===== config.mk =====
export PLATFORM = sky130hd
export DESIGN_NAME = obstacle_evasion_tap_controller
export DESIGN_NICKNAME = d
export VERILOG_FILES = /design/src/sv/oetc_pkg.sv /design/src/sv/oetc_cfg.sv /design/src/sv/oetc_core.sv /design/src/sv/obstacle_evasion_tap_controller.sv
export SDC_FILE = /design/constraint.sdc
export NUM_CORES = 1
export LEC_CHECK = 0
export BUFFER_PORTS_ARGS = -buffer_cell sky130_fd_sc_hd__buf_4
export CAP_MARGIN = 40
export CORE_UTILIZATION = 45
export DETAILED_ROUTE_END_ITERATION = 6
export PLACE_DENSITY_LB_ADDON = 0.2
export RECOVER_POWER = 100
export REMOVE_ABC_BUFFERS = 1
export SETUP_SLACK_MARGIN = 0.1
export SYNTH_ARGS = -nofsm -noshare
export SYNTH_HDL_FRONTEND = slang
export SYNTH_SLANG_ARGS = --single-unit

===== constraint.sdc =====
create_clock -name i_clk -period 6.7 [get_ports i_clk]
set_clock_uncertainty 0.2 [all_clocks]
set_input_delay 0.335 -clock i_clk [delete_from_list [all_inputs] [get_ports i_clk]]
set_output_delay 0.335 -clock i_clk [all_outputs]
set_load 0.02 [all_outputs]

===== src/sv/oetc_pkg.sv =====
// Shared types, codes and reset constants for the evasion tap controller.
package oetc_pkg;

    localparam int TIME_WIDTH_DEF = 32;

    // Configuration register reset values
    localparam logic [15:0] TAP_ON_RST  = 16'd100;
    localparam logic [15:0] TAP_OFF_RST = 16'd200;
    localparam logic [3:0]  MAX_ROT_RST = 4'd10;
    localparam logic [3:0]  MAX_FWD_RST = 4'd8;

    // Configuration register indexes
    localparam logic [1:0] CFG_TAP_ON  = 2'd0;
    localparam logic [1:0] CFG_TAP_OFF = 2'd1;
    localparam logic [1:0] CFG_MAX_ROT = 2'd2;
    localparam logic [1:0] CFG_MAX_FWD = 2'd3;

    // Request function codes
    localparam logic [2:0] FUNC_UPDATE    = 3'd0;
    localparam logic [2:0] FUNC_ALARM_ON  = 3'd1;
    localparam logic [2:0] FUNC_ALARM_OFF = 3'd2;
    localparam logic [2:0] FUNC_TOGGLE    = 3'd3;
    localparam logic [2:0] FUNC_SILENCE   = 3'd4;

    // Obstacle status codes
    localparam logic [2:0] OBS_CLEAR   = 3'd0;
    localparam logic [2:0] OBS_FRONT   = 3'd1;
    localparam logic [2:0] OBS_LEFT    = 3'd2;
    localparam logic [2:0] OBS_RIGHT   = 3'd3;
    localparam logic [2:0] OBS_BOTH    = 3'd4;
    localparam logic [2:0] OBS_REAR    = 3'd5;
    localparam logic [2:0] OBS_TRAPPED = 3'd6;

    typedef enum logic [1:0] {
        MODE_IDLE    = 2'd0,
        MODE_ROTATE  = 2'd1,
        MODE_FORWARD = 2'd2,
        MODE_TRAPPED = 2'd3
    } t_mode;

    typedef enum logic [1:0] {
        DRV_STOP  = 2'd0,
        DRV_FWD   = 2'd1,
        DRV_LEFT  = 2'd2,
        DRV_RIGHT = 2'd3
    } t_drive;

    typedef enum logic [1:0] {
        SIDE_FRONT = 2'd0,
        SIDE_LEFT  = 2'd1,
        SIDE_RIGHT = 2'd2,
        SIDE_REAR  = 2'd3
    } t_side;

    typedef struct packed {
        logic [15:0] tap_on;
        logic [15:0] tap_off;
        logic [3:0]  max_rot;
        logic [3:0]  max_fwd;
    } t_cfg;

    typedef struct packed {
        logic [2:0] func;
        logic [2:0] obstacle_code;
        logic       is_trapped;
        logic       front_blocked;
        logic       left_blocked;
        logic       right_blocked;
        logic       rear_blocked;
        logic       front_critical;
        logic       prefer_turn_right;
    } t_item;

    typedef struct packed {
        t_mode      mode;
        t_drive     drive;
        logic       tap_start;
        logic [3:0] tap_count;
        logic       alarm_on;
        logic       manual_alarm;
        logic [2:0] last_code;
    } t_result;

endpackage


===== src/sv/oetc_cfg.sv =====
// Configuration register file: tap timing and tap limits.
module oetc_cfg
    import oetc_pkg::*;
(
    input  logic        i_clk,
    input  logic        i_rst_n,
    input  logic        i_wr_en,
    input  logic [1:0]  i_wr_index,
    input  logic [15:0] i_wr_data,
    output t_cfg        o_cfg
);

    t_cfg r_cfg;

    always_ff @(posedge i_clk) begin
        if (!i_rst_n) begin
            r_cfg.tap_on  <= TAP_ON_RST;
            r_cfg.tap_off <= TAP_OFF_RST;
            r_cfg.max_rot <= MAX_ROT_RST;
            r_cfg.max_fwd <= MAX_FWD_RST;
        end else if (i_wr_en) begin
            case (i_wr_index)
                CFG_TAP_ON:  r_cfg.tap_on  <= i_wr_data;
                CFG_TAP_OFF: r_cfg.tap_off <= i_wr_data;
                CFG_MAX_ROT: r_cfg.max_rot <= i_wr_data[3:0];
                CFG_MAX_FWD: r_cfg.max_fwd <= i_wr_data[3:0];
                default: ;
            endcase
        end
    end

    assign o_cfg = r_cfg;

endmodule


===== src/sv/oetc_core.sv =====
// Evasion state registers and the single-pass next-state logic for one request.
module oetc_core
    import oetc_pkg::*;
#(
    parameter int TIME_WIDTH = TIME_WIDTH_DEF
) (
    input  logic                  i_clk,
    input  logic                  i_rst_n,
    input  logic                  i_fire,
    input  t_item                 i_item,
    input  logic [TIME_WIDTH-1:0] i_now,
    input  t_cfg                  i_cfg,
    output t_result               o_res
);

    t_mode                 r_mode, n_mode;
    logic                  r_rest, n_rest;
    t_drive                r_dir, n_dir;
    t_side                 r_side, n_side;
    logic [TIME_WIDTH-1:0] r_phase, n_phase;
    logic [3:0]            r_count, n_count;
    logic                  r_auto, n_auto;
    logic                  r_manual, n_manual;
    logic                  r_silenced, n_silenced;
    logic [2:0]            r_status, n_status;
    t_drive                r_drive, n_drive;

    logic [TIME_WIDTH-1:0] elapsed;
    logic [3:0]            limit;
    logic                  cleared;
    logic                  started;
    t_drive                flank;
    logic                  alarm_now;

    // Wrapping difference is the elapsed time
    assign elapsed   = i_now - r_phase;
    assign limit     = (r_mode == MODE_FORWARD) ? i_cfg.max_fwd : i_cfg.max_rot;
    assign flank     = i_item.prefer_turn_right ? DRV_RIGHT : DRV_LEFT;
    assign alarm_now = r_manual | (r_auto & ~r_silenced);

    always_comb begin
        if (r_mode == MODE_FORWARD) begin
            cleared = i_item.front_critical | ~i_item.rear_blocked;
        end else begin
            case (r_side)
                SIDE_LEFT:  cleared = ~i_item.left_blocked;
                SIDE_RIGHT: cleared = ~i_item.right_blocked;
                default:    cleared = ~i_item.front_blocked;
            endcase
        end
    end

    always_comb begin
        n_mode     = r_mode;
        n_rest     = r_rest;
        n_dir      = r_dir;
        n_side     = r_side;
        n_phase    = r_phase;
        n_count    = r_count;
        n_auto     = r_auto;
        n_manual   = r_manual;
        n_silenced = r_silenced;
        n_status   = r_status;
        n_drive    = r_drive;
        started    = 1'b0;

        case (i_item.func)
            FUNC_UPDATE: begin
                n_status = i_item.obstacle_code;
                case (r_mode)
                    MODE_IDLE: begin
                        n_drive = DRV_STOP;
                        n_count = 4'd0;
                        if (i_item.obstacle_code == OBS_TRAPPED || i_item.is_trapped) begin
                            n_mode  = MODE_TRAPPED;
                            n_auto  = 1'b1;
                            n_phase = i_now;
                        end else begin
                            n_auto     = 1'b0;
                            n_silenced = 1'b0;
                            started    = 1'b1;
                            n_mode     = MODE_ROTATE;
                            n_side     = SIDE_FRONT;
                            n_dir      = flank;
                            case (i_item.obstacle_code)
                                OBS_REAR: begin
                                    if (!i_item.front_blocked) begin
                                        n_mode = MODE_FORWARD;
                                        n_dir  = DRV_FWD;
                                        n_side = SIDE_REAR;
                                    end
                                end
                                OBS_LEFT: begin
                                    n_dir  = DRV_RIGHT;
                                    n_side = SIDE_LEFT;
                                end
                                OBS_RIGHT: begin
                                    n_dir  = DRV_LEFT;
                                    n_side = SIDE_RIGHT;
                                end
                                OBS_FRONT, OBS_BOTH: ;
                                default: started = 1'b0;
                            endcase
                            if (started) begin
                                n_rest  = 1'b0;
                                n_count = 4'd1;
                                n_phase = i_now;
                                n_drive = n_dir;
                            end else begin
                                n_mode = MODE_IDLE;
                                n_dir  = r_dir;
                                n_side = r_side;
                            end
                        end
                    end
                    MODE_ROTATE, MODE_FORWARD: begin
                        if (!r_rest) begin
                            if (elapsed >= TIME_WIDTH'(i_cfg.tap_on)) begin
                                n_drive = DRV_STOP;
                                n_rest  = 1'b1;
                                n_phase = i_now;
                            end
                        end else if (elapsed >= TIME_WIDTH'(i_cfg.tap_off)) begin
                            if (cleared) begin
                                n_drive = DRV_STOP;
                                n_mode  = MODE_IDLE;
                                n_count = 4'd0;
                            end else if (i_item.is_trapped) begin
                                n_drive = DRV_STOP;
                                n_mode  = MODE_TRAPPED;
                                n_auto  = 1'b1;
                                n_count = 4'd0;
                            end else if (r_count >= limit) begin
                                n_drive = DRV_STOP;
                                n_mode  = MODE_IDLE;
                                n_count = 4'd0;
                            end else begin
                                n_count = r_count + 4'd1;
                                n_rest  = 1'b0;
                                n_phase = i_now;
                                n_drive = r_dir;
                                started = 1'b1;
                            end
                        end
                    end
                    default: begin
                        n_drive = DRV_STOP;
                        if (!i_item.is_trapped) begin
                            n_mode     = MODE_IDLE;
                            n_auto     = 1'b0;
                            n_silenced = 1'b0;
                        end else begin
                            n_auto = 1'b1;
                        end
                    end
                endcase
            end
            FUNC_ALARM_ON: begin
                n_manual   = 1'b1;
                n_silenced = 1'b0;
            end
            FUNC_ALARM_OFF: n_manual = 1'b0;
            FUNC_TOGGLE: begin
                n_manual   = ~alarm_now;
                n_silenced = alarm_now;
            end
            FUNC_SILENCE: begin
                n_manual   = 1'b0;
                n_silenced = 1'b1;
            end
            default: ;
        endcase
    end

    always_ff @(posedge i_clk) begin
        if (!i_rst_n) begin
            r_mode     <= MODE_IDLE;
            r_rest     <= 1'b0;
            r_dir      <= DRV_STOP;
            r_side     <= SIDE_FRONT;
            r_phase    <= '0;
            r_count    <= 4'd0;
            r_auto     <= 1'b0;
            r_manual   <= 1'b0;
            r_silenced <= 1'b0;
            r_status   <= OBS_CLEAR;
            r_drive    <= DRV_STOP;
        end else if (i_fire) begin
            r_mode     <= n_mode;
            r_rest     <= n_rest;
            r_dir      <= n_dir;
            r_side     <= n_side;
            r_phase    <= n_phase;
            r_count    <= n_count;
            r_auto     <= n_auto;
            r_manual   <= n_manual;
            r_silenced <= n_silenced;
            r_status   <= n_status;
            r_drive    <= n_drive;
        end
    end

    always_comb begin
        o_res.mode         = n_mode;
        o_res.drive        = n_drive;
        o_res.tap_start    = started;
        o_res.tap_count    = n_count;
        o_res.alarm_on     = n_manual | (n_auto & ~n_silenced);
        o_res.manual_alarm = n_manual;
        o_res.last_code    = n_status;
    end

endmodule


===== src/sv/obstacle_evasion_tap_controller.sv =====
// Top level: request input register, evasion core, result register and handshakes.
// A request is captured in the input register and its result in the result register.
// Throughput: one request per cycle unless the result stalls; the core decides in a
// single combinational pass between the input register and the result register.
// Reset (synchronous, active low): idle mode, motor stopped, alarms off, counters zero,
// configuration back to 100 ms on, 200 ms off, limits 10 rotate and 8 forward taps.
module obstacle_evasion_tap_controller
    import oetc_pkg::*;
#(
    parameter int TIME_WIDTH = TIME_WIDTH_DEF
) (
    input  logic                  i_clk,
    input  logic                  i_rst_n,
    // request channel
    input  logic                  i_in_valid,
    output logic                  o_in_stall,
    input  logic [2:0]            i_func,
    input  logic [TIME_WIDTH-1:0] i_now_ms,
    input  logic [2:0]            i_obstacle_code,
    input  logic                  i_is_trapped,
    input  logic                  i_front_blocked,
    input  logic                  i_left_blocked,
    input  logic                  i_right_blocked,
    input  logic                  i_rear_blocked,
    input  logic                  i_front_critical,
    input  logic                  i_prefer_turn_right,
    // result channel
    output logic                  o_out_valid,
    input  logic                  i_out_stall,
    output logic [1:0]            o_evade_mode,
    output logic [1:0]            o_motor_drive,
    output logic                  o_tap_start,
    output logic [3:0]            o_tap_count,
    output logic                  o_alarm_on,
    output logic                  o_manual_alarm_on,
    output logic [2:0]            o_last_obstacle_code,
    // configuration write channel
    input  logic                  i_cfg_valid,
    output logic                  o_cfg_ready,
    input  logic [1:0]            i_cfg_index,
    input  logic [15:0]           i_cfg_data
);

    logic                  r_in_vld;
    t_item                 r_in_item;
    logic [TIME_WIDTH-1:0] r_in_now;
    logic                  r_out_vld;
    t_result               r_out_res;

    logic    advance;
    logic    fire;
    t_cfg    cfg;
    t_result res;

    assign advance     = ~r_out_vld | ~i_out_stall;
    assign fire        = r_in_vld & advance;
    assign o_in_stall  = r_in_vld & ~advance;
    assign o_cfg_ready = 1'b1;

    always_ff @(posedge i_clk) begin
        if (!i_rst_n) begin
            r_in_vld  <= 1'b0;
            r_out_vld <= 1'b0;
        end else begin
            if (!o_in_stall) begin
                r_in_vld <= i_in_valid;
            end
            if (advance) begin
                r_out_vld <= r_in_vld;
            end
        end
    end

    always_ff @(posedge i_clk) begin
        if (i_in_valid && !o_in_stall) begin
            r_in_item.func              <= i_func;
            r_in_item.obstacle_code     <= i_obstacle_code;
            r_in_item.is_trapped        <= i_is_trapped;
            r_in_item.front_blocked     <= i_front_blocked;
            r_in_item.left_blocked      <= i_left_blocked;
            r_in_item.right_blocked     <= i_right_blocked;
            r_in_item.rear_blocked      <= i_rear_blocked;
            r_in_item.front_critical    <= i_front_critical;
            r_in_item.prefer_turn_right <= i_prefer_turn_right;
            r_in_now                    <= i_now_ms;
        end
        if (fire) begin
            r_out_res <= res;
        end
    end

    oetc_cfg u_cfg (
        .i_clk      (i_clk),
        .i_rst_n    (i_rst_n),
        .i_wr_en    (i_cfg_valid & o_cfg_ready),
        .i_wr_index (i_cfg_index),
        .i_wr_data  (i_cfg_data),
        .o_cfg      (cfg)
    );

    oetc_core #(
        .TIME_WIDTH (TIME_WIDTH)
    ) u_core (
        .i_clk   (i_clk),
        .i_rst_n (i_rst_n),
        .i_fire  (fire),
        .i_item  (r_in_item),
        .i_now   (r_in_now),
        .i_cfg   (cfg),
        .o_res   (res)
    );

    assign o_out_valid          = r_out_vld;
    assign o_evade_mode         = r_out_res.mode;
    assign o_motor_drive        = r_out_res.drive;
    assign o_tap_start          = r_out_res.tap_start;
    assign o_tap_count          = r_out_res.tap_count;
    assign o_alarm_on           = r_out_res.alarm_on;
    assign o_manual_alarm_on    = r_out_res.manual_alarm;
    assign o_last_obstacle_code = r_out_res.last_code;

    // A new pulse only starts in a tapping mode and always drives the motor
    a_tap_start_drives: assert property (@(posedge i_clk) disable iff (!i_rst_n)
        (o_out_valid && o_tap_start) |->
            (o_motor_drive != DRV_STOP &&
             (o_evade_mode == MODE_ROTATE || o_evade_mode == MODE_FORWARD)))
        else $error("tap start without drive or outside a tapping mode");

    // The tap count is cleared whenever the controller leaves the tapping modes
    a_count_in_tapping: assert property (@(posedge i_clk) disable iff (!i_rst_n)
        o_out_valid |->
            (o_tap_count == 4'd0 || o_evade_mode == MODE_ROTATE ||
             o_evade_mode == MODE_FORWARD))
        else $error("tap count held outside a tapping mode");

    // The input side stalls only behind a result that is itself held
    a_stall_cause: assert property (@(posedge i_clk) disable iff (!i_rst_n)
        o_in_stall |-> (o_out_valid && i_out_stall))
        else $error("request stalled with result register free");

    // A result held under stall does not change
    a_result_held: assert property (@(posedge i_clk) disable iff (!i_rst_n)
        (o_out_valid && i_out_stall) |=>
            (o_out_valid && $stable(o_evade_mode) && $stable(o_tap_count) &&
             $stable(o_motor_drive)))
        else $error("stalled result changed");

endmodule


==> key figures, run 1 <==
Status
  – Status: complete, but fails checks
  – Failing checks: max-capacitance violations, max-slew violations

GRT
  – First-pass GRT wire length: around 33 mm
  – Largest net degree at the start of global routing: 53
  – GRT Total Usage: about a fifth
  – Vias in the first global route: 6997
  – Overflow after GRT: 0
  – Antenna violations before repair: 0

Pwr
  – PwrDens: 211 nW/um2
  – Total Power: 2270 uW
  – P_leak: 0.00413 uW
  – Peak VDD IR: 0.000182 V

Routing
  – Routed WL per cell: ~14 um
  – DRT Pass-1 Iters: 5
  – Initial DRC count: 399
  – DRC viols: 0
  – Vias: 7354
  – Antenna Nets Post-Route: 0
  – Via density per instance: 5.26
  – WL final: 19.8 mm

Clock network
  – Skew-Pair Late Insertion Delay: 420 ps
  – Post-CTS Setup Bufs: 0
  – Cts bufs inserted: 17
  – Clk buf depth: 2
  – CTS tree: done
  – CTS clock-pin slew for the worst setup and hold paths: 60 ps
  – Clk sinks: between 150 and 200
  – Htree depth: 4
  – Root buf cell: clkbuf_16

Setup path
  – Worst Setup EP: u_core.r_phase[18]
  – Critical path startpoint category: register
  – CP delay by family, top: compound AO/OA/AOI/OAI gates
  – Critical path depth in cells: 20
  – CP startpoint: r_in_now[1]
  – Crit-path max FO: 20
  – Crit path required time: roughly 6800 ps
  – Worst-path cell chain: ha_1, nor2b_1, o2111a_1, or2_0, a31oi_1, o21ai_0, and2_0, o21ai_0, nand2b_1, xor2_1, ha_1, a2111o_1, a211oi_1, a211o_1, nand2_1, o21ai_0, nor2_1, o31a_2, buf_12, mux2i_1
  – CP bufs+invs: 1
  – Slowest CP cell: o21ai_0
  – Setup CP Type: register to register
  – Worst endpoint data arrival time: 5860 ps
  – Cell mode on critical path: o21ai_0
  – Worst setup EP type: register
  – R2R Path End: u_core.r_phase[18]
  – Path depth of the worst reg2reg path: 20
  – Delay of the slowest critical-path stage: ~840 ps
  – Reg-to-reg slack, setup: 940 ps
  – Worst r2r src: r_in_now[1]

Worst hold path
  – Min-delay worst type: register to register

Timing
  – Final Worst Setup Slack: 941 ps
  – Peak Freq: 174 MHz
  – Worst-margin pin slew: 2760 ps
  – Final Hold Viols: 0
  – Max-slew violation count: between 100 and 150
  – Relative slew margins: -83.9%
  – Setup-failing EPs final: 0
  – Unrepaired setup endpoints after global routing: false
  – Period utilization: between 80% and 90%
  – Setup TNS: 0 ps
  – Post-layout min period: 5760 ps

Yosys
  – Avg Synthesized Cell Area: 8.89 um2
  – Synth top area share: about a fifth
  – Synthesis Warnings: 0
  – Synth top area cells: dfxtp_1 21%, edfxtp_1 20%, ha_1 10%, nand2_1 7.9%, mux2i_1 5.3%
  – Post-synthesis cell count: 996
  – Distinct cell type count after synthesis: 76
  – Dominant synthesized flop cell: dfxtp_1
  – Seq/Total Area, Yosys: 41.0%
  – Syn Std Cell Area: a little under 9000 um2
  – Count leader, synth: nand2_1
  – Synth Register Bits: 152
  – Most frequent cells after synthesis: 187 x nand2_1, 93 x dfxtp_1, 81 x inv_1
  – Area leader, netlist: dfxtp_1
  – EDFF count, synth: ~60
  – Asr flop ratio synth: 0%

Layout
  – Final-stage net count: 1268
  – Layout cells sized above 1: 9.57%
  – Antenna fix cells: 0
  – Area Overhead vs Synth: 21.2%

Die
  – Cell row count: 50
  – Die Span Y: 142 um
  – Core Region: between 15000 and 20000 um2
  – Initial Util: about 47%
  – Die Footprint: 20300 um2
  – Number of top-level pins: 85
  – Die W: 142 um

Placement
  – Post-DP HPWL: 14.2 mm
  – Port Buf Inserts: 83
  – Gpl congestion: between 0.8 and 0.9
  – Pre-CTS setup slack: about 1300 ps

Flow run
  – Max cap viols: 3
==> layer usage <==
metal / up-vias / GRT usage, % / wire length, um
li1: 3774 / - / -
met1: 3395 / 26.7 / 9450
met2: 155 / 35.1 / 9310
met3: 30 / 2.76 / 685
met4: 0 / 7.07 / 369
met5: - / 0 / 0
==> cell type report <==
type / instances / area (um2)
multi-input combinational: 722 / 4730
fill: 1734 / 8280
clock inverter: 14 / 101
timing repair buffer: 151 / 1210
clock buffer: 18 / 429
tap: 260 / 325
inverter: 82 / 308
sequential: 152 / 3630
==> kinds of logic (layout without fill, tap and decap cells) <==
family,count (synthesis),after routing,share of synthesized area (%)
multiplexers,50,50,5.69
XOR/XNOR,24,24,2.37
flip-flops,152,152,41.0
other,1,1,0.0423
buffers and inverters,122,265,5.65
AO/OA/AOI/OAI,240,240,18.1
AND/OR/NAND/NOR,333,333,16.6
adder cells (fa/ha/maj),74,74,10.5
==> repair_timing <==
action / CTS / global route
endpoints found under the hold margin: 86 / 0
resized for setup: 0 / 0
hold buffers: 63 / 0
==> power by group <==
part / internal, uW / switching (uW)
clock network: 474 / 398
logic: 169 / 204
registers: 1000 / 21.3
total: 1640 / 623
==> worst min path at each step <==
stage / from / to / slack (ps) / cells past startpoint
CTS: i_rst_n / u_cfg.o_cfg[3] / 50 / 2
global route: i_cfg_index[0] / u_cfg.o_cfg[25] / 260 / 5
finish: u_core.r_phase[19] / u_core.r_phase[19] / 250 / 2
global placement: u_core.r_phase[28] / u_core.r_phase[28] / 240 / 2
detailed placement: u_cfg.o_cfg[34] / u_cfg.o_cfg[34] / 250 / 2
floorplan: i_rst_n / u_cfg.o_cfg[3] / 200 / 1
==> cells in the final DEF, fill, tap and decap left out, drive strengths merged, types with 9 or more instances in the layout <==
cell type / count
nand2b: 13
buf: 16
a31oi: 12
o211ai: 14
edfxtp: 59
dfxtp: 93
nand4: 11
a21o: 24
inv: 84
o21ai: 35
nor3: 12
ha: 73
xnor2: 17
clkbuf: 90
nor2: 59
dlygate4sd3: 63
nand3: 14
mux2i: 47
a21oi: 78
a211oi: 9
nand2: 187
==> tightest hold or removal path, stage by stage (launching register included) <==
cell and delay [ps]:
dfxtp_1 310, nand2_1 50, mux2i_1 50
==> metrics by stage <==
| step | instance area, um2 | std cells | hold WS [ps] | util, % |
|---|---|---|---|---|
| after detailed placement | 9680 | 1304 | 246 | 50.9 |
| after global placement | 9660 | 1303 | 242 | 50.8 |
| after floorplan | 8670 | 956 | 197 | - |
| after global routing | 10700 | 1399 | 263 | 56.5 |
| final | 10700 | 1399 | 254 | 56.5 |
| after CTS | 10800 | 1399 | 49.8 | 57.0 |
==> state kept, by name, indices dropped and copies added (netlist names), 3 cells and up <==
register,cells
o_last_obstacle_code,3
o_tap_count,4
r_in_item,13
r_in_now,32
u_cfg.o_cfg,40
u_core.r_count,4
u_core.r_phase,32
u_core.r_status,3
Power figures use the tool's default switching activity.
==> run 2, diff against run 1 <==
--- a/config.mk
+++ b/config.mk
@@ -5,6 +5,7 @@
 export SDC_FILE = /design/constraint.sdc
 export NUM_CORES = 1
 export LEC_CHECK = 0
+export ABC_AREA = 1
 export BUFFER_PORTS_ARGS = -buffer_cell sky130_fd_sc_hd__buf_4
 export CAP_MARGIN = 40
 export CORE_UTILIZATION = 45
@@ -15,4 +16,5 @@
 export SETUP_SLACK_MARGIN = 0.1
 export SYNTH_ARGS = -nofsm -noshare
 export SYNTH_HDL_FRONTEND = slang
+export SYNTH_HIERARCHICAL = 1
 export SYNTH_SLANG_ARGS = --single-unit
==> key figures, run 2 <==
Setup path
  – Delay of the slowest critical-path stage: 560 ps
  – Critical path startpoint category: register
  – Setup CP Type: register to register
  – Cell mode on critical path: nand2_1
  – Worst-path cell chain: ha_1, nand2_1, nor2_1, nand3_1, nand3_1, xor2_1, ha_1, nand2_1, nor2_1, a211oi_1, nand2_1, a21oi_1, nand3_2, nand2_1, nand2_1, nand2_4, o21ai_0, a21oi_2
  – Crit-path max FO: 63
  – Worst endpoint data arrival time: about 4600 ps
  – Worst setup EP type: register
  – Crit path required time: 6860 ps
  – Slowest CP cell: nand2_4

Die
  – Core Region: 21300 um2
  – Die Footprint: 22500 um2
  – Number of top-level pins: 85
  – Die Span Y: 150 um
  – Die W: between 150 and 200 um
  – Cell row count: 53
  – Initial Util: 46.3%

Yosys
  – Syn Std Cell Area: 9860 um2
  – Area leader, netlist: dfxtp_1
  – Dominant synthesized flop cell: dfxtp_1
  – Most frequent cells after synthesis: 410 x nand2_1, 278 x inv_1, 118 x nor2_1
  – Post-synthesis cell count: 1405
  – Synth top area cells: dfxtp_1 19%, edfxtp_1 18%, nand2_1 16%, inv_1 11%, ha_1 9.3%
  – Synth top area share: 18.9%
  – Asr flop ratio synth: 0%
  – Seq/Total Area, Yosys: 36.8%
  – Distinct cell type count after synthesis: between 40 and 50
  – EDFF count, synth: a little under 60
  – Count leader, synth: nand2_1
  – Avg Synthesized Cell Area: 7.02 um2
  – Synthesis Warnings: 6
  – Synth Register Bits: 152

Clock network
  – Htree depth: 4
  – Post_cts resized: 0
  – CTS clock-pin slew for the worst setup and hold paths: 70 ps
  – Clk buf depth: 2
  – Cts bufs inserted: 17
  – Skew-Pair Late Insertion Delay: 430 ps
  – CTS tree: done
  – Clk sinks: 152
  – Root buf cell: clkbuf_16

Routing
  – DRC viols: 0
  – Via density per instance: 4.81
  – Antenna Nets Post-Route: 0
  – Routed WL per cell: about 12 um
  – WL final: 22.8 mm
  – Vias: 8800
  – Initial DRC count: between 500 and 600
  – DRT Pass-1 Iters: 6

Placement
  – Post-DP HPWL: ~17 mm
  – Gpl congestion: just under 0.9
  – Pre-CTS setup slack: ~2400 ps
  – Port Buf Inserts: 83

Status
  – Status: complete, but fails checks
  – Failing checks: max-capacitance violations, max-slew violations

Pwr
  – Comb pwr share: 19.0%
  – PwrDens: 223 nW/um2
  – P_leak: around 0.0058 uW
  – Sequential share of power: 38.9%
  – Sw Ratio: about 29%
  – Peak VDD IR: between 0.00015 and 0.0002 V
  – Part of the power in the clock network: 42.1%
  – Int Pwr: 1880 uW
  – Net Sw Power: 760 uW

GRT
  – GRT Total Usage: between 20% and 30%
  – First-pass GRT wire length: approximately 38 mm
  – Overflow after GRT: 0
  – Antenna violations before repair: 0
  – Vias in the first global route: 7974
  – Largest net degree at the start of global routing: 64

Timing
  – Final Hold Viols: 0
  – Peak Freq: 227 MHz
  – Period utilization: 65.8%
  – Post-layout min period: 4410 ps
  – Setup TNS: 0 ps
  – Setup-failing EPs final: 0
  – Relative slew margins: -59.6%
  – Worst-margin pin slew: 2390 ps
  – Max-slew violation count: 99
  – Final Worst Setup Slack: 2290 ps
  – Unrepaired setup endpoints after global routing: false

Layout
  – Multi-input gate area: 4940 um2
  – Commonest cells after routing, fill and taps aside: 412 x nand2_1, 279 x inv_1, 118 x nor2_1
  – Antenna fix cells: 0
  – Most common cell after layout, fill and taps aside: nand2_1
  – Area Overhead vs Synth: 20.4%
  – Max FFs per register: 40
  – Layout cells sized above 1: 10.0%
  – FILL cells: 2064
  – Final-stage net count: 1684
  – FF+latch area: 3630 um2

Flow run
  – Max cap viols: 2

Worst hold path
  – Min-delay worst type: input pin to register
[run 2: cell count changes after synthesis, sizes merged, moves of 9 or more]
cell,previous run,this run
nor2,59,129
o21ai,35,60
buf,10,24
clkbuf,30,9
a21o,24,2
a21oi,78,91
nand2b,13,0
o211ai,14,2
a31oi,12,3
mux2i,47,3
nand2,187,418
xnor2,17,2
nand3,14,87
inv,81,282
[run 2: what timing repair did]
action / in CTS / in global routing
hold endpoints to repair: 72 / 0
buffers inserted: 0 / 0
hold buffers: 63 / 0
[run 2: power groups by stage]
stage,sequential [uW],clock (uW),combinational [uW]
4_1_cts,1030,1130,513
2_1_floorplan,1050,0,329
5_1_grt,1030,1170,579
6_report,1030,1110,503
3_5_place_dp,1050,0,481
3_3_place_gp,1050,0,470
[run 2: metrics by stage]
stage                     area, um2  cells  utilization, %  hold slack, ps  power, uW
after floorplan                9650   1372               -             219       1380
after global placement        10600   1733            50.0             237       1520
after detailed placement      10700   1735            50.2             241       1530
after CTS                     12000   1830            56.3            3.68       2670
after global routing          11900   1830            55.8            41.6       2780
final                         11900   1830            55.8            13.0       2640
[run 2: kinds of logic after synthesis]
logic type,synth area share (%)
simple gates,28.4
buf+inv,12.9
compound gates,10.7
flops,36.8
fa+ha+maj,9.46
xor+xnor,1.33
mux,0.304
other cells,0.0380
[run 2: final timing paths]
kind / end / cells past startpoint / start / slack (ps)
max reg2reg: u_core/r_phase[11] / 18 / r_in_now[9] / 2290
max: u_core/r_phase[11] / 18 / r_in_now[9] / 2290
min: u_cfg/o_cfg[3] / 3 / i_cfg_index[0] / 10
min reg2reg: u_core/r_status[1] / 2 / u_core/r_status[1] / 250
[run 2: cell type report]
type	count	share of cell area, %
clock buffers	17	3.58
repair buffers	151	10.2
clock inverters	15	2.09
flip-flops and latches	152	30.6
well taps	275	2.90
multi-input cells	936	41.6
inverters	284	8.98
[run 2: critical path, delay by kind of cell (launching register included)]
kind                       cells  cell delay, ps
and+or+nand+nor               11            1810
DFF                            1             390
AOI/OAI and AO/OA              4             860
xor gates and xnor gates       1             330
adders and majority gates      2             670
[run 2: metal layers]
layer,part of all wire (%),up-vias,track usage [%]
met3,3.1,24,3.05
met4,1.7,0,6.77
met1,49,3953,27.9
li1,-,4672,-
met2,47,151,36.0
met5,0,-,0
==> run 3, diff against run 2 <==
--- a/config.mk
+++ b/config.mk
@@ -5,7 +5,7 @@
 export SDC_FILE = /design/constraint.sdc
 export NUM_CORES = 1
 export LEC_CHECK = 0
-export ABC_AREA = 1
+export ABC_AREA = 0
 export BUFFER_PORTS_ARGS = -buffer_cell sky130_fd_sc_hd__buf_4
 export CAP_MARGIN = 40
 export CORE_UTILIZATION = 45
==> constraint.sdc (replaced) <==
create_clock -name i_clk -period 4.05 [get_ports i_clk]
set_clock_uncertainty 0.2 [all_clocks]
set_input_delay 0.2025 -clock i_clk [delete_from_list [all_inputs] [get_ports i_clk]]
set_output_delay 0.2025 -clock i_clk [all_outputs]
set_load 0.02 [all_outputs]
==> key figures, run 3 <==
Pwr
  – Peak VDD IR: between 0.0002 and 0.0003 V
  – PwrDens: 330 nW/um2
  – P_leak: 0.00505 uW

Setup path
  – Delay of the slowest critical-path stage: 390 ps
  – Slowest CP cell: a2111oi_4
  – Worst setup EP type: register
  – Setup CP Type: register to register
  – Worst-path cell chain: inv_1, ha_2, fa_2, and2b_2, o2111ai_4, buf_6, a211oi_4, nor3_2, xnor2_1, ha_2, nor2_2, nor2_2, a2111oi_4, o21ai_2, o22a_1, a311o_1, nor4_2, buf_4, a21oi_4, buf_6, buf_12, mux2i_1, nor2_1
  – Reg-to-reg slack, setup: -670 ps
  – Crit path required time: 4150 ps
  – Worst endpoint data arrival time: 4810 ps
  – Critical path startpoint category: register
  – Crit-path max FO: 9

GRT
  – GRT Total Usage: 22.7%
  – Antenna violations before repair: 0
  – Vias in the first global route: slightly above 8000
  – Largest net degree at the start of global routing: 63
  – Overflow after GRT: 0
  – First-pass GRT wire length: 39.4 mm

Timing
  – Setup TNS: -25670 ps
  – Unrepaired setup endpoints after global routing: true
  – Post-layout min period: 4720 ps
  – Relative slew margins: -51.3%
  – Period utilization: 116%
  – Max-slew violation count: 25
  – Peak Freq: 212 MHz
  – Final Hold Viols: 0
  – Final Worst Setup Slack: -666 ps
  – Worst-margin pin slew: between 2000 and 2500 ps
  – Setup-failing EPs final: 52

Die
  – Die W: 147 um
  – Die Span Y: about 150 um
  – Die Footprint: 21500 um2
  – Initial Util: 46.2%
  – Number of top-level pins: 85
  – Cell row count: 52
  – Core Region: 20400 um2

Yosys
  – Post-synthesis cell count: slightly above 1000
  – Synth Register Bits: 152
  – Avg Synthesized Cell Area: 9.12 um2
  – Asr flop ratio synth: 0%
  – Dominant synthesized flop cell: dfxtp_1
  – Area leader, netlist: dfxtp_1
  – Distinct cell type count after synthesis: 84
  – Seq/Total Area, Yosys: 38.6%
  – EDFF count, synth: 59
  – Syn Std Cell Area: between 9000 and 10000 um2
  – Most frequent cells after synthesis: 119 x nand2_1, 93 x dfxtp_1, 86 x inv_1
  – Synth top area cells: dfxtp_1 20%, edfxtp_1 19%, ha_1 9.7%, mux2i_1 7.8%, nand2_1 4.7%
  – Synth top area share: 19.8%
  – Synthesis Warnings: 6
  – Count leader, synth: nand2_1

Layout
  – Layout Cells excl Fill: 1577
  – Max FFs per register: 40
  – Layout cells sized above 1: 23.2%
  – Final-stage net count: 1436
  – Fin util: 62.8%
  – Area Overhead vs Synth: 35.9%
  – Commonest cells after routing, fill and taps aside: 142 x buf_4, 116 x nand2_1, 93 x dfxtp_1
  – Most common cell after layout, fill and taps aside: buf_4
  – Antenna fix cells: 0
  – Design area: 12800 um2

Routing
  – DRT Pass-1 Iters: 7
  – Initial DRC count: 432
  – Via density per instance: 5.36
  – Vias: between 8000 and 9000
  – WL final: about 24 mm
  – Routed WL per cell: roughly 15 um
  – Antenna Nets Post-Route: 0
  – DRC viols: 2

Status
  – Failing checks: design-rule violations, max-capacitance violations, max-slew violations, negative setup slack
  – Status: complete, but fails checks

Clock network
  – Clk sinks: 152
  – Cts bufs inserted: 17
  – Clk buf depth: 2
  – Root buf cell: clkbuf_16
  – CTS tree: done
  – Htree depth: 4
  – CTS clock-pin slew for the worst setup and hold paths: ~60 ps
  – Skew-Pair Late Insertion Delay: 430 ps

Placement
  – Post-DP HPWL: 17.0 mm
  – Post-DP Area: 11000 um2
  – Gpl congestion: 0.908
  – Placed cells: about 1500
  – Port Buf Inserts: just over 80

Flow run
  – Max cap viols: 1

Worst hold path
  – Min-delay worst type: input pin to register
## run 3: cell types whose count changed after synthesis, moves of 20 or more
cell / previous run / this run
a21oi_2: 31 / 3
a21o_1: 2 / 22
mux2i_1: 3 / 73
nor2_1: 118 / 73
nand3_1: 79 / 17
inv_1: 278 / 86
nand2_1: 410 / 119
## run 3: repair_timing
| action | CTS | global route |
|---|---|---|
| pin swaps | 25 | 30 |
| endpoints found under the hold margin | 87 | 0 |
| gates resized for setup | 55 | 38 |
| setup endpoints to repair | 52 | 52 |
| cloned | 1 | 1 |
| setup buffers | 11 | 16 |
| hold buffers | 70 | 0 |
## run 3: final timing paths
kind | from | end | cells after the start
setup / recovery | r_in_now[0] | u_core/r_phase[0] | 23
hold / removal | i_rst_n | u_core/r_count[3] | 3
setup reg to reg | r_in_now[0] | u_core/r_phase[0] | 23
hold reg to reg | u_core/r_status[0] | u_core/r_status[0] | 2
## run 3: final cells by class
| type | instances | area (um2) |
|---|---|---|
| Fill cell | 1705 | 7580 |
| Multi-Input combinational cell | 743 | 5500 |
| Sequential cell | 152 | 3630 |
| Timing Repair Buffer | 294 | 2390 |
| Clock buffer | 18 | 429 |
| Tap cell | 270 | 338 |
| Inverter | 86 | 323 |
| Clock inverter | 14 | 170 |
## run 3: kinds of logic after synthesis
group | after synthesis | share of synthesized area [%]
xor gates and xnor gates | 17 | 1.58
DFF | 152 | 38.6
other | 1 | 0.0399
muxes | 74 | 7.89
buffers and inverters | 136 | 6.69
and+or+nand+nor | 325 | 17.1
AOI/OAI and AO/OA | 252 | 18.2
adders and majority gates | 74 | 9.92
## run 3: critical path: cells and delay by family, from the launching register on
kind | cells | cell delay [ps]
AOI/OAI and AO/OA | 7 | 1470
xor gates and xnor gates | 1 | 220
adders and majority gates | 3 | 860
buffers and inverters | 5 | 640
DFF | 1 | 340
muxes | 1 | 150
and+or+nand+nor | 6 | 670
## run 3: per-stage QoR
step	total power [uW]	setup slack [ps]	hold WS (ps)
6_report	4210	-666	148
5_1_grt	4390	-901	147
4_1_cts	4220	-689	138
3_5_place_dp	2440	-1100	182
3_3_place_gp	2430	-882	181
2_1_floorplan	2110	-1060	91.4
## run 3: report_power, final
part           internal [uW]  leakage, uW  switching, uW  total (uW)
Sequential              1650      0.00133           36.7        1690
Combinational            437      0.00343            443         880
Clock                    974     0.000287            671        1640
## run 3: metal layers
layer	wire length [um]	vias to the layer above	track usage [%]	share of wire, %
met5	0	-	0	0
met4	449	0	7.19	1.9
met3	851	32	4.34	3.5
met2	11900	188	39.1	49
met1	10900	4000	28.6	45
li1	-	4234	-	-
